`src/rtl/dcv_pkg.sv`:
```
`timescale 1ns / 1ps
// ----------------------------------------------------------------------------
// dcv_pkg: shared constants, types and tables of the civil date converter
// Field widths, calendar constants, fixed-point reciprocals for the constant
// divisions, the lane result type and the month tables.
// ----------------------------------------------------------------------------
package dcv_pkg;

  // field widths
  localparam int YEAR_W      = 14;
  localparam int MONTH_W     = 4;
  localparam int DAY_W       = 5;
  localparam int COUNT_IN_W  = 24;
  localparam int COUNT_OUT_W = 23;
  localparam int WDAY_W      = 3;
  localparam int Z_W         = 22;   // days since 0000-03-01
  localparam int DOE_W       = 18;   // day of era
  localparam int DOY_W       = 9;    // day of march-based year
  localparam int YOE_W       = 9;    // year of era
  localparam int ERA_W       = 5;
  localparam int MP_W        = 4;    // march-based month index

  // pipeline depth of each lane and the compute part of the date lane
  localparam int LANE_LAT = 9;
  localparam int FWD_CALC = 3;

  // calendar constants
  localparam logic signed [COUNT_IN_W-1:0] MIN_COUNT   = -24'sd719162;
  localparam logic signed [COUNT_IN_W-1:0] MAX_COUNT   = 24'sd2932896;
  localparam logic signed [COUNT_IN_W-1:0] EPOCH_SHIFT = 24'sd719468;
  localparam logic [DOE_W-1:0]  ERA_DAYS  = 18'd146097;
  localparam logic [DOE_W-1:0]  ERA_LAST  = 18'd146096;
  localparam logic [YEAR_W-1:0] YEAR_MAX  = 14'd9999;
  localparam logic [MONTH_W-1:0] MONTH_MAX = 4'd12;
  localparam logic [Z_W-1:0]    WDAY_BIAS = 22'd2;    // 0001-01-01 lands on zero
  localparam logic [MP_W-1:0]   MP_JAN    = 4'd10;    // first index of jan/feb

  // reciprocals: q = (x * RCP) >> SH, exact over the operand width used
  localparam int SH_ERA  = 40;
  localparam logic [22:0] RCP_ERA  = 23'(((64'd1 << SH_ERA) + 64'd146097 - 64'd1) / 64'd146097);
  localparam int SH_4Y   = 29;
  localparam logic [18:0] RCP_4Y   = 19'(((64'd1 << SH_4Y) + 64'd1460 - 64'd1) / 64'd1460);
  localparam int SH_CENT = 34;
  localparam logic [18:0] RCP_CENT = 19'(((64'd1 << SH_CENT) + 64'd36524 - 64'd1) / 64'd36524);
  localparam int SH_YEAR = 27;
  localparam logic [18:0] RCP_YEAR = 19'(((64'd1 << SH_YEAR) + 64'd365 - 64'd1) / 64'd365);
  localparam int SH_C9   = 16;
  localparam logic [9:0]  RCP_C9   = 10'(((64'd1 << SH_C9) + 64'd100 - 64'd1) / 64'd100);
  localparam int SH_MON  = 19;
  localparam logic [11:0] RCP_MON  = 12'(((64'd1 << SH_MON) + 64'd153 - 64'd1) / 64'd153);
  localparam int SH_C14  = 21;
  localparam logic [14:0] RCP_C14  = 15'(((64'd1 << SH_C14) + 64'd100 - 64'd1) / 64'd100);
  localparam int SH_WK   = 25;
  localparam logic [22:0] RCP_WK   = 23'(((64'd1 << SH_WK) + 64'd7 - 64'd1) / 64'd7);

  // what each lane hands to the output stage
  typedef struct packed {
    logic               valid;
    logic               ok;
    logic [YEAR_W-1:0]  year;
    logic [MONTH_W-1:0] month;
    logic [DAY_W-1:0]   day;
    logic [Z_W-1:0]     z;
  } lane_t;

  // first day of each month in a march-based year
  function automatic logic [DOY_W-1:0] month_start(input logic [MP_W-1:0] mp);
    logic [DOY_W-1:0] s;
    unique case (mp)
      4'd0:    s = 9'd0;
      4'd1:    s = 9'd31;
      4'd2:    s = 9'd61;
      4'd3:    s = 9'd92;
      4'd4:    s = 9'd122;
      4'd5:    s = 9'd153;
      4'd6:    s = 9'd184;
      4'd7:    s = 9'd214;
      4'd8:    s = 9'd245;
      4'd9:    s = 9'd275;
      4'd10:   s = 9'd306;
      4'd11:   s = 9'd337;
      default: s = 9'd0;
    endcase
    return s;
  endfunction

  // days in a month, zero for a month code outside 1..12
  function automatic logic [DAY_W-1:0] month_len(input logic [MONTH_W-1:0] m,
                                                 input logic leap);
    logic [DAY_W-1:0] n;
    unique case (m) inside
      4'd1, 4'd3, 4'd5, 4'd7, 4'd8, 4'd10, 4'd12: n = 5'd31;
      4'd4, 4'd6, 4'd9, 4'd11:                    n = 5'd30;
      4'd2:                                       n = leap ? 5'd29 : 5'd28;
      default:                                    n = 5'd0;
    endcase
    return n;
  endfunction

endpackage

```
`src/rtl/dcv_fwd.sv`:
```
`timescale 1ns / 1ps
// ----------------------------------------------------------------------------
// dcv_fwd: date to day number lane
// Checks the date fields, forms the day number counted from 0000-03-01 in
// three stages and delays it to the depth of the day count lane.
// ----------------------------------------------------------------------------
module dcv_fwd (
  input  logic                        clk,
  input  logic                        rst_n,
  input  logic                        in_vld,
  input  logic [dcv_pkg::YEAR_W-1:0]  year,
  input  logic [dcv_pkg::MONTH_W-1:0] month,
  input  logic [dcv_pkg::DAY_W-1:0]   day,
  output dcv_pkg::lane_t              lane
);
  import dcv_pkg::*;

  localparam int PAD = LANE_LAT - FWD_CALC;

  // stage 1: range checks, march-based year and month, century product
  logic              jan_feb;
  logic              s1_ok_nxt;
  logic [YEAR_W-1:0] s1_yy_nxt;
  logic [MP_W-1:0]   s1_mp_nxt;
  logic [28:0]       s1_p_nxt;

  logic               s1_vld_r, s1_ok_r;
  logic [YEAR_W-1:0]  s1_year_r, s1_yy_r;
  logic [MONTH_W-1:0] s1_month_r;
  logic [DAY_W-1:0]   s1_day_r;
  logic [MP_W-1:0]    s1_mp_r;
  logic [28:0]        s1_p_r;

  assign jan_feb   = (month < 4'd3);
  assign s1_ok_nxt = (year != '0) && (year <= YEAR_MAX) && (month != '0) &&
                     (month <= MONTH_MAX) && (day != '0);
  assign s1_yy_nxt = year - 14'(jan_feb);
  assign s1_mp_nxt = jan_feb ? month + 4'd9 : month - 4'd3;
  assign s1_p_nxt  = {15'd0, s1_yy_nxt} * {14'd0, RCP_C14};

  // stage 2: days of whole years, day within the year
  logic [7:0]       c100;
  logic [5:0]       c400;
  logic [Z_W-1:0]   s2_s_nxt;
  logic [DOY_W-1:0] s2_doy_nxt;

  logic               s2_vld_r, s2_ok_r;
  logic [YEAR_W-1:0]  s2_year_r;
  logic [MONTH_W-1:0] s2_month_r;
  logic [DAY_W-1:0]   s2_day_r;
  logic [Z_W-1:0]     s2_s_r;
  logic [DOY_W-1:0]   s2_doy_r;

  assign c100       = s1_p_r[28:21];
  assign c400       = c100[7:2];
  assign s2_s_nxt   = 22'(24'(s1_yy_r) * 24'd365 + 24'(s1_yy_r[13:2]) - 24'(c100) + 24'(c400));
  assign s2_doy_nxt = month_start(s1_mp_r) + 9'(s1_day_r) - 9'd1;

  // stage 3: day number, then a delay line
  lane_t s3_nxt;
  lane_t s3_r;
  lane_t pad_r [PAD];

  always_comb begin
    s3_nxt.valid = s2_vld_r;
    s3_nxt.ok    = s2_ok_r;
    s3_nxt.year  = s2_year_r;
    s3_nxt.month = s2_month_r;
    s3_nxt.day   = s2_day_r;
    s3_nxt.z     = s2_s_r + 22'(s2_doy_r);
  end

  // valid bits
  always_ff @(posedge clk) begin
    if (!rst_n) begin
      s1_vld_r <= 1'b0;
      s2_vld_r <= 1'b0;
      s3_r.valid <= 1'b0;
      for (int i = 0; i < PAD; i++) pad_r[i].valid <= 1'b0;
    end else begin
      s1_vld_r <= in_vld;
      s2_vld_r <= s1_vld_r;
      s3_r     <= s3_nxt;
      pad_r[0] <= s3_r;
      for (int i = 1; i < PAD; i++) pad_r[i] <= pad_r[i-1];
    end
  end

  // stage payload
  always_ff @(posedge clk) begin
    s1_ok_r    <= s1_ok_nxt;
    s1_year_r  <= year;
    s1_month_r <= month;
    s1_day_r   <= day;
    s1_yy_r    <= s1_yy_nxt;
    s1_mp_r    <= s1_mp_nxt;
    s1_p_r     <= s1_p_nxt;
    s2_ok_r    <= s1_ok_r;
    s2_year_r  <= s1_year_r;
    s2_month_r <= s1_month_r;
    s2_day_r   <= s1_day_r;
    s2_s_r     <= s2_s_nxt;
    s2_doy_r   <= s2_doy_nxt;
  end

  assign lane = pad_r[PAD-1];

endmodule

```
`src/rtl/dcv_inv.sv`:
```
`timescale 1ns / 1ps
// ----------------------------------------------------------------------------
// dcv_inv: day count to date lane
// Range check and era split, then year of era, day of year and month over
// nine stages, each constant division done by a reciprocal product.
// ----------------------------------------------------------------------------
module dcv_inv (
  input  logic                                  clk,
  input  logic                                  rst_n,
  input  logic                                  in_vld,
  input  logic signed [dcv_pkg::COUNT_IN_W-1:0] count,
  output dcv_pkg::lane_t                        lane
);
  import dcv_pkg::*;

  // per-stage carried values: valid, range flag, day number, era
  logic [8:1]       vld_r;
  logic [8:1]       ok_r;
  logic [Z_W-1:0]   z_r   [1:8];
  logic [ERA_W-1:0] era_r [2:8];

  // stage 1: range check, shift to 0000-03-01, era product
  logic signed [COUNT_IN_W-1:0] zs;
  logic                         ok_nxt;
  logic [Z_W-1:0]               z_nxt;
  logic [44:0]                  pe_nxt;
  logic [44:0]                  pe_r;

  assign ok_nxt = (count >= MIN_COUNT) && (count <= MAX_COUNT);
  assign zs     = count + EPOCH_SHIFT;
  assign z_nxt  = zs[Z_W-1:0];
  assign pe_nxt = {23'd0, z_nxt} * {22'd0, RCP_ERA};

  // stage 2: era and day of era
  logic [ERA_W-1:0] era_nxt;
  logic [22:0]      eoff;
  logic [DOE_W-1:0] doe_nxt;
  logic [DOE_W-1:0] doe_r [2:6];

  assign era_nxt = pe_r[44:40];
  assign eoff    = {18'd0, era_nxt} * {5'd0, ERA_DAYS};
  assign doe_nxt = 18'({1'b0, z_r[1]} - eoff);

  // stage 3: four-year and century products
  logic [36:0] p4y_nxt, pcent_nxt;
  logic [36:0] p4y_r, pcent_r;

  assign p4y_nxt   = {19'd0, doe_r[2]} * {18'd0, RCP_4Y};
  assign pcent_nxt = {19'd0, doe_r[2]} * {18'd0, RCP_CENT};

  // stage 4: day of era with leap days taken out
  logic [DOE_W-1:0] t_nxt, t_r;

  assign t_nxt = doe_r[3] - 18'(p4y_r[36:29]) + 18'(pcent_r[36:34]) -
                 18'(doe_r[3] == ERA_LAST);

  // stage 5: year product
  logic [36:0] py_nxt, py_r;

  assign py_nxt = {19'd0, t_r} * {18'd0, RCP_YEAR};

  // stage 6: year of era and its day offset terms
  logic [YOE_W-1:0] yoe_nxt;
  logic [17:0]      r365_nxt, r365_r;
  logic [18:0]      pc_nxt, pc_r;
  logic [YOE_W-1:0] yoe_r [6:8];

  assign yoe_nxt  = py_r[35:27];
  assign r365_nxt = {9'd0, yoe_nxt} * 18'd365;
  assign pc_nxt   = {10'd0, yoe_nxt} * {9'd0, RCP_C9};

  // stage 7: day of year
  logic [17:0]      base;
  logic [17:0]      doy_full;
  logic [DOY_W-1:0] doy_nxt;
  logic [DOY_W-1:0] doy_r [7:8];

  assign base     = r365_r + 18'(yoe_r[6][8:2]) - 18'(pc_r[18:16]);
  assign doy_full = doe_r[6] - base;
  assign doy_nxt  = doy_full[DOY_W-1:0];

  // stage 8: month product
  logic [10:0] mx;
  logic [22:0] pm_nxt, pm_r;

  assign mx     = {2'd0, doy_r[7]} * 11'd5 + 11'd2;
  assign pm_nxt = {12'd0, mx} * {11'd0, RCP_MON};

  // stage 9: civil year, month and day
  logic [MP_W-1:0]  mp;
  logic [DOY_W-1:0] dfull;
  lane_t            lane_nxt;
  lane_t            lane_r;

  assign mp    = pm_r[22:19];
  assign dfull = doy_r[8] - month_start(mp) + 9'd1;

  always_comb begin
    lane_nxt.valid = vld_r[8];
    lane_nxt.ok    = ok_r[8];
    lane_nxt.year  = {9'd0, era_r[8]} * 14'd400 + {5'd0, yoe_r[8]} + 14'(mp >= MP_JAN);
    lane_nxt.month = (mp < MP_JAN) ? mp + 4'd3 : mp - 4'd9;
    lane_nxt.day   = dfull[DAY_W-1:0];
    lane_nxt.z     = z_r[8];
  end

  // valid bits
  always_ff @(posedge clk) begin
    if (!rst_n) begin
      vld_r        <= '0;
      lane_r.valid <= 1'b0;
    end else begin
      vld_r  <= {vld_r[7:1], in_vld};
      lane_r <= lane_nxt;
    end
  end

  // stage payload
  always_ff @(posedge clk) begin
    ok_r     <= {ok_r[7:1], ok_nxt};
    z_r[1]   <= z_nxt;
    for (int i = 2; i <= 8; i++) z_r[i] <= z_r[i-1];
    pe_r     <= pe_nxt;
    era_r[2] <= era_nxt;
    for (int i = 3; i <= 8; i++) era_r[i] <= era_r[i-1];
    doe_r[2] <= doe_nxt;
    for (int i = 3; i <= 6; i++) doe_r[i] <= doe_r[i-1];
    p4y_r    <= p4y_nxt;
    pcent_r  <= pcent_nxt;
    t_r      <= t_nxt;
    py_r     <= py_nxt;
    yoe_r[6] <= yoe_nxt;
    yoe_r[7] <= yoe_r[6];
    yoe_r[8] <= yoe_r[7];
    r365_r   <= r365_nxt;
    pc_r     <= pc_nxt;
    doy_r[7] <= doy_nxt;
    doy_r[8] <= doy_r[7];
    pm_r     <= pm_nxt;
  end

  assign lane = lane_r;

endmodule

```
`src/rtl/dcv_tail.sv`:
```
`timescale 1ns / 1ps
// ----------------------------------------------------------------------------
// dcv_tail: shared result stages
// Picks the lane that holds the beat, works out weekday, leap flag, month
// length and the final date check, and drives the registered result ports.
// ----------------------------------------------------------------------------
module dcv_tail (
  input  logic                                   clk,
  input  logic                                   rst_n,
  input  dcv_pkg::lane_t                         fwd,
  input  dcv_pkg::lane_t                         inv,
  output logic                                   out_valid,
  output logic                                   out_ok,
  output logic signed [dcv_pkg::COUNT_OUT_W-1:0] out_count_out,
  output logic [dcv_pkg::YEAR_W-1:0]             out_year_out,
  output logic [dcv_pkg::MONTH_W-1:0]            out_month_out,
  output logic [dcv_pkg::DAY_W-1:0]              out_day_out,
  output logic [dcv_pkg::WDAY_W-1:0]             out_weekday,
  output logic                                   out_leap,
  output logic [dcv_pkg::DAY_W-1:0]              out_month_length
);
  import dcv_pkg::*;

  // stage 1: lane select, weekday and century products
  lane_t          sel;
  logic [Z_W-1:0] wx_nxt;
  logic [44:0]    pw_nxt;
  logic [28:0]    py_nxt;

  logic               t1_vld_r, t1_mode_r, t1_ok_r;
  logic [YEAR_W-1:0]  t1_year_r;
  logic [MONTH_W-1:0] t1_month_r;
  logic [DAY_W-1:0]   t1_day_r;
  logic [Z_W-1:0]     t1_z_r, t1_wx_r;
  logic [44:0]        t1_pw_r;
  logic [28:0]        t1_py_r;

  assign sel    = inv.valid ? inv : fwd;
  assign wx_nxt = sel.z + WDAY_BIAS;
  assign pw_nxt = {23'd0, wx_nxt} * {22'd0, RCP_WK};
  assign py_nxt = {15'd0, sel.year} * {14'd0, RCP_C14};

  // stage 2: weekday remainder, leap rule, month length, final check
  logic [19:0]             wq;
  logic [22:0]             w7;
  logic [22:0]             wrem;
  logic [7:0]              q100;
  logic [YEAR_W-1:0]       r100;
  logic                    leap;
  logic [DAY_W-1:0]        mlen;
  logic                    good;
  logic [COUNT_OUT_W-1:0]  cnt;

  assign wq   = t1_pw_r[44:25];
  assign w7   = {3'd0, wq} * 23'd7;
  assign wrem = {1'b0, t1_wx_r} - w7;
  assign q100 = t1_py_r[28:21];
  assign r100 = t1_year_r - {6'd0, q100} * 14'd100;
  assign leap = (t1_year_r[1:0] == 2'd0) && ((r100 != '0) || (q100[1:0] == 2'd0));
  assign mlen = month_len(t1_month_r, leap);
  assign good = t1_ok_r && (t1_mode_r || (t1_day_r <= mlen));
  assign cnt  = {1'b0, t1_z_r} - 23'(EPOCH_SHIFT);

  logic                          out_valid_r, out_ok_r, out_leap_r;
  logic signed [COUNT_OUT_W-1:0] out_count_r;
  logic [YEAR_W-1:0]             out_year_r;
  logic [MONTH_W-1:0]            out_month_r;
  logic [DAY_W-1:0]              out_day_r, out_mlen_r;
  logic [WDAY_W-1:0]             out_wday_r;

  // valid bits
  always_ff @(posedge clk) begin
    if (!rst_n) begin
      t1_vld_r    <= 1'b0;
      out_valid_r <= 1'b0;
    end else begin
      t1_vld_r    <= fwd.valid | inv.valid;
      out_valid_r <= t1_vld_r;
    end
  end

  // stage payload and result beat, all zero on a bad input
  always_ff @(posedge clk) begin
    t1_mode_r  <= inv.valid;
    t1_ok_r    <= sel.ok;
    t1_year_r  <= sel.year;
    t1_month_r <= sel.month;
    t1_day_r   <= sel.day;
    t1_z_r     <= sel.z;
    t1_wx_r    <= wx_nxt;
    t1_pw_r    <= pw_nxt;
    t1_py_r    <= py_nxt;
    if (good) begin
      out_ok_r    <= 1'b1;
      out_count_r <= t1_mode_r ? '0 : $signed(cnt);
      out_year_r  <= t1_mode_r ? t1_year_r : '0;
      out_month_r <= t1_mode_r ? t1_month_r : '0;
      out_day_r   <= t1_mode_r ? t1_day_r : '0;
      out_wday_r  <= wrem[WDAY_W-1:0];
      out_leap_r  <= leap;
      out_mlen_r  <= mlen;
    end else begin
      out_ok_r    <= 1'b0;
      out_count_r <= '0;
      out_year_r  <= '0;
      out_month_r <= '0;
      out_day_r   <= '0;
      out_wday_r  <= '0;
      out_leap_r  <= 1'b0;
      out_mlen_r  <= '0;
    end
  end

  assign out_valid        = out_valid_r;
  assign out_ok           = out_ok_r;
  assign out_count_out    = out_count_r;
  assign out_year_out     = out_year_r;
  assign out_month_out    = out_month_r;
  assign out_day_out      = out_day_r;
  assign out_weekday      = out_wday_r;
  assign out_leap         = out_leap_r;
  assign out_month_length = out_mlen_r;

  // weekday remainder stays below seven
  a_wday_range: assert property (@(posedge clk) disable iff (!rst_n)
    out_valid_r |-> out_wday_r <= 3'd6)
    else $error("weekday out of range");

  // a converted count gives a day that exists in its month
  a_inv_day: assert property (@(posedge clk) disable iff (!rst_n)
    out_valid_r && out_ok_r && (out_year_r != '0) |->
      (out_day_r != '0) && (out_day_r <= out_mlen_r))
    else $error("converted day outside its month");

  // a converted count gives a year and month in range
  a_inv_date: assert property (@(posedge clk) disable iff (!rst_n)
    out_valid_r && out_ok_r && (out_year_r != '0) |->
      (out_year_r <= YEAR_MAX) && (out_month_r != '0) && (out_month_r <= MONTH_MAX))
    else $error("converted year or month out of range");

  // a converted date gives a count in the supported span
  a_fwd_count: assert property (@(posedge clk) disable iff (!rst_n)
    out_valid_r && out_ok_r && (out_year_r == '0) |->
      (out_count_r >= -23'sd719162) && (out_count_r <= 23'sd2932896))
    else $error("day count out of span");

endmodule

```
`src/rtl/civil_date_day_count_converter.sv`:
```
`timescale 1ns / 1ps
// ----------------------------------------------------------------------------
// civil_date_day_count_converter: proleptic gregorian date <-> day count
// Converts a civil date to days since 1970-01-01, or a day count back to a
// civil date, with weekday, leap flag and month length.
// ----------------------------------------------------------------------------
// Usage:
//   Input beat: raise start with in_mode and the fields; it is taken at any
//   edge where start is high and busy is low. busy is high only while rst_n
//   is low, so a beat may be given in every cycle, either mode, in any mix.
//   in_mode 0 reads in_year_in/in_month_in/in_day_in, in_mode 1 reads
//   in_count_in; the other fields are ignored.
//   Result beat: out_valid is high for one cycle per input beat, in input
//   order. A beat goes through its lane and then the two shared stages before
//   it shows on the out_ ports; one result per cycle sustained.
//   The depth is set by the count-to-date lane, nine stages doing constant
//   divisions by reciprocal, plus two shared stages for weekday, leap rule and
//   checks; dates go through a shorter lane padded to the same depth.
//   A bad date or a count outside 0001-01-01..9999-12-31 returns out_ok low
//   with every other field zero.
//   Reset (rst_n low, synchronous) drops every beat in flight; no result
//   follows for beats taken before it. The receiver cannot stall the block:
//   each result must be taken in the cycle it is shown.
// ----------------------------------------------------------------------------
module civil_date_day_count_converter (
  input  logic                                   clk,
  input  logic                                   rst_n,
  input  logic                                   start,
  output logic                                   busy,
  input  logic                                   in_mode,
  input  logic [dcv_pkg::YEAR_W-1:0]             in_year_in,
  input  logic [dcv_pkg::MONTH_W-1:0]            in_month_in,
  input  logic [dcv_pkg::DAY_W-1:0]              in_day_in,
  input  logic signed [dcv_pkg::COUNT_IN_W-1:0]  in_count_in,
  output logic                                   out_valid,
  output logic                                   out_ok,
  output logic signed [dcv_pkg::COUNT_OUT_W-1:0] out_count_out,
  output logic [dcv_pkg::YEAR_W-1:0]             out_year_out,
  output logic [dcv_pkg::MONTH_W-1:0]            out_month_out,
  output logic [dcv_pkg::DAY_W-1:0]              out_day_out,
  output logic [dcv_pkg::WDAY_W-1:0]             out_weekday,
  output logic                                   out_leap,
  output logic [dcv_pkg::DAY_W-1:0]              out_month_length
);
  import dcv_pkg::*;

  logic  accept;
  lane_t fwd_lane, inv_lane;

  // fully pipelined, a beat is taken whenever offered outside reset
  assign busy   = !rst_n;
  assign accept = start && !busy;

  // date to count lane
  dcv_fwd u_fwd (
    .clk    (clk),
    .rst_n  (rst_n),
    .in_vld (accept && !in_mode),
    .year   (in_year_in),
    .month  (in_month_in),
    .day    (in_day_in),
    .lane   (fwd_lane)
  );

  // count to date lane
  dcv_inv u_inv (
    .clk    (clk),
    .rst_n  (rst_n),
    .in_vld (accept && in_mode),
    .count  (in_count_in),
    .lane   (inv_lane)
  );

  // shared result stages
  dcv_tail u_tail (
    .clk              (clk),
    .rst_n            (rst_n),
    .fwd              (fwd_lane),
    .inv              (inv_lane),
    .out_valid        (out_valid),
    .out_ok           (out_ok),
    .out_count_out    (out_count_out),
    .out_year_out     (out_year_out),
    .out_month_out    (out_month_out),
    .out_day_out      (out_day_out),
    .out_weekday      (out_weekday),
    .out_leap         (out_leap),
    .out_month_length (out_month_length)
  );

endmodule

```
`config.mk`:
```
export PLATFORM = sky130hd
export DESIGN_NAME = civil_date_day_count_converter
export DESIGN_NICKNAME = d
export VERILOG_FILES = /design/src/rtl/dcv_pkg.sv /design/src/rtl/dcv_fwd.sv /design/src/rtl/dcv_inv.sv /design/src/rtl/dcv_tail.sv /design/src/rtl/civil_date_day_count_converter.sv
export SDC_FILE = /design/constraint.sdc
export NUM_CORES = 2
export LEC_CHECK = 0
export BUFFER_PORTS_ARGS = -buffer_cell sky130_fd_sc_hd__buf_2
export CELL_PAD_IN_SITES_DETAIL_PLACEMENT = 0
export CELL_PAD_IN_SITES_GLOBAL_PLACEMENT = 2
export CORE_AREA = 2 2 427 429
export CTS_CLUSTER_DIAMETER = 30
export DETAILED_ROUTE_END_ITERATION = 8
export DIE_AREA = 0 0 429 431
export GPL_TIMING_DRIVEN = 0
export PLACE_DENSITY_LB_ADDON = 0.1
export SETUP_SLACK_MARGIN = 0.02
export SLEW_MARGIN = 20
export SYNTH_ARGS = -nofsm -noshare
export SYNTH_HDL_FRONTEND = slang
export SYNTH_SLANG_ARGS = --single-unit
```
`constraint.sdc`:
```
create_clock -name clk -period 7.54 [get_ports clk]
set_clock_uncertainty 0.05 [all_clocks]
set_input_delay 0.754 -clock clk [delete_from_list [all_inputs] [get_ports clk]]
set_output_delay 0.754 -clock clk [all_outputs]
set_load 0.02 [all_outputs]
```
==> out/qor.yml <==
status: "finished, final reports clean"
dpl.cell_count: 8736
synth.distinct_cells: 92
slew_headroom_pct: 22.7
synthCells: 6254
die-area_sq_um: 185000
htreeDepth: 4
avgSynthCellArea_sq_um: 11.8
root_buffer: "clkbuf_16"
area_growth_pct: 16.9
finalCritPeriodShare_pct: 95.9
die_w_microns: 429
core-area_sq_um: 180000
yosysSeqAreaShare_pct: 32.2
yosys-top-cells-area: "fa_1 24%, ha_1 23%, dfxtp_1 17%"
grt_pass1_wl_microns: 256000
pin_count: 109
synth-main-ff-cell: "dfxtp_1"
cts_tree: "yes"
timing.critical_path.mode_cell: "fa_1"
nets: 8910
multiInputGateArea_sq_um: 44800
track_usage_pct: 17.8
fin_crit_ns: 7.23
grt_overflow: 0
mappedNetlistNets: 8533
final_antenna_net_count: 0
hp-class: "input pin to flop"
rsz0062_at_grt: "true"
rrSetupSlack_ns: 0.31
final_layout_size_suffix_gt1_share_pct: 10.4
critPathSlowestCell: "fa_1"
cpPeakStageDelay_ns: 0.56
maxCapViolations: 0
gp_congestion: 0.834
tightest_slew_ns: 1.16
start_util_pct: 40.8
die_height_microns: 431
dr.pass1.iters: 5
synth_async_sr_flop_share_pct: 0
grt_max_degree: 101
hold_viol_final: 0
fillers: 16500
hold_slack_ns: 0.0880
cts_buffer_depth: 3
wl_microns: 158000
io_buffers: 107
wire_per_inst_microns: 17.2
synth_seq_cells: 997
synth_top_cell_by_area: "fa_1"
routed_via_density: 4.56
drc: 0
worst-setup-path-type: "input pin to flop"
end_kind: "flop"
fmax_ghz: 0.138
start_kind: "input pin"
cp_data_required_time_ns: 8.22
cp.arrival_ns: 7.91
numCtsBuffers: 201
netlist_area_sq_um: 73500
grt_pass1_vias: 45800
finalSetupViolations: 0
synth_top_area_share_pct: 23.9
synth-edff-count: 368
drt_iter0_markers: 1447
yosysWarnings: 0
rows: 156
clock_sinks: 997
antenna_found_initial: 15
seq_area_sq_um: 23700
num_vias: 41800
drv_slew: 0
fin_cells: 9178
clock_insertion_delay_worst_skew_ns: 0.77
clk_pin_slew_ns: 0.05
dp_hpwl_microns: 131000
crit_fanout: 5
[registers in the layout, indices dropped and copies added, names as in the netlist, 9 cells and up, named ones only]
name	count
u_inv.era_r	35
u_fwd.s2_year_r	14
u_fwd.s1_yy_r	14
u_inv.z_r	176
u_inv.lane	47
u_tail.t1_z_r	22
u_inv.doe_r	61
u_tail.t1_year_r	14
u_inv.t_r	18
u_fwd.s2_doy_r	9
u_fwd.s3_r	47
u_inv.py_r	9
u_fwd.pad_r	282
u_inv.yoe_r	25
u_fwd.s1_year_r	14
u_inv.doy_r	14
u_inv.r365_r	9
u_tail.out_year_out	14
u_fwd.s2_s_r	22
u_tail.out_count_out	23
[synthesized netlist by cell type, types with 9 or more instances]
cell type  number
and2_1         30
nand2b_1       26
a211oi_1       20
nor2_1        150
nor3_1         45
a31oi_1        15
a21boi_0        9
ha_1         1351
a21o_1         71
o211ai_1       15
or2_2          13
inv_1        1595
a21oi_1       142
mux2i_1        27
o31ai_1         9
fa_1          877
nand3_1        46
nand2_1        99
o21ai_1        13
nor2b_1        25
nand4_1        27
xnor2_1       208
o21ai_0        88
and3_1         49
xor2_1         81
dfxtp_1       629
mux2_2         17
o21bai_1       21
clkbuf_1       19
edfxtp_1      368
o21a_1         26
or3_1          10
[logic make-up (layout without fill, tap and decap cells)]
logic type               after synthesis  in the layout  share of synthesized area, %
buffers and inverters               1624           2175                          8.32
other                                  0              3                             0
AO/OA/AOI/OAI                        513            513                          4.72
adder cells (fa/ha/maj)             2228           2228                          46.9
flip-flops                           997            997                          32.2
multiplexers                          44             44                         0.628
XOR/XNOR                             290            290                          3.47
AND/OR/NAND/NOR                      558            558                          3.84
[worst paths after layout]
kind                        startpoint                         end  cells after the start
min                      in_year_in[1]  u_fwd.s1_year_r[1]$_DFF_P_                      1
min reg2reg   u_inv.z_r[3][10]$_DFF_P_    u_inv.z_r[4][10]$_DFF_P_                      0
max reg2reg  u_inv.lane[46]$_SDFF_PN0_  u_tail.t1_pw_r[27]$_DFF_P_                     24
max                     in_count_in[2]      u_inv.pe_r[44]$_DFF_P_                     31
[metrics by stage]
stage | util [%] | area [sq um] | setup TNS [ns] | setup slack (ns)
floorplan | - | 73600 | 0 | 0.0292
global placement | 42.8 | 77100 | -27.95 | -2.07
detailed placement | 42.9 | 77300 | -28.14 | -2.11
CTS | 47.4 | 85400 | 0 | 0.0188
global route | 47.7 | 86000 | -0.00269 | -0.00269
finish | 47.7 | 86000 | 0 | 0.310
[layout make-up]
| cell class | instances | share of cell area (%) |
|---|---|---|
| Antenna cell | 3 | 0.00873 |
| Buffer | 28 | 0.166 |
| Clock buffer | 239 | 6.27 |
| Clock inverter | 138 | 2.17 |
| Inverter | 1596 | 6.98 |
| Multi-Input combinational cell | 3633 | 52.1 |
| Sequential cell | 997 | 27.5 |
| Tap cell | 2370 | 3.45 |
| Timing Repair Buffer | 174 | 1.39 |
[cell usage in the layout, fill, tap and decap left out, drive strengths merged, types with 49 or more instances in the layout]
master,netlist,layout
a21o,71,71
a21oi,143,143
and3,49,49
buf,8,169
clkbuf,20,261
clkinv,0,61
dfxtp,629,629
edfxtp,368,368
fa,877,877
ha,1351,1351
inv,1596,1619
nand2,99,99
nor2,150,150
o21ai,101,101
xnor2,209,209
xor2,81,81
[routing by layer]
layer / GRT usage, % / part of all wire, %
met1: 24.7 / 48
met2: 29.9 / 48
met3: 2.19 / 2.4
met4: 4.00 / 1.8
met5: 0 / 0
[critical path, delay by kind of cell]
kind | cells | cell delay (ns)
and+or+nand+nor | 4 | 0.80
adders and majority gates | 9 | 3.63
xor gates and xnor gates | 2 | 0.46
buffers and inverters | 7 | 0.67
AOI/OAI and AO/OA | 9 | 1.58
[what timing repair did]
action / 4_1_cts / 5_1_grt
buffers inserted: 26 / 25
setup endpoints to repair: 30 / 24
pin swaps: 23 / 24
hold buffers: 11 / 0
endpoints found under the hold margin: 11 / 0
resized for setup: 85 / 77
Power is left out: the tool's default activity adds up to more than one toggle a clock period on the data nets, which glitch-free logic cannot reach.
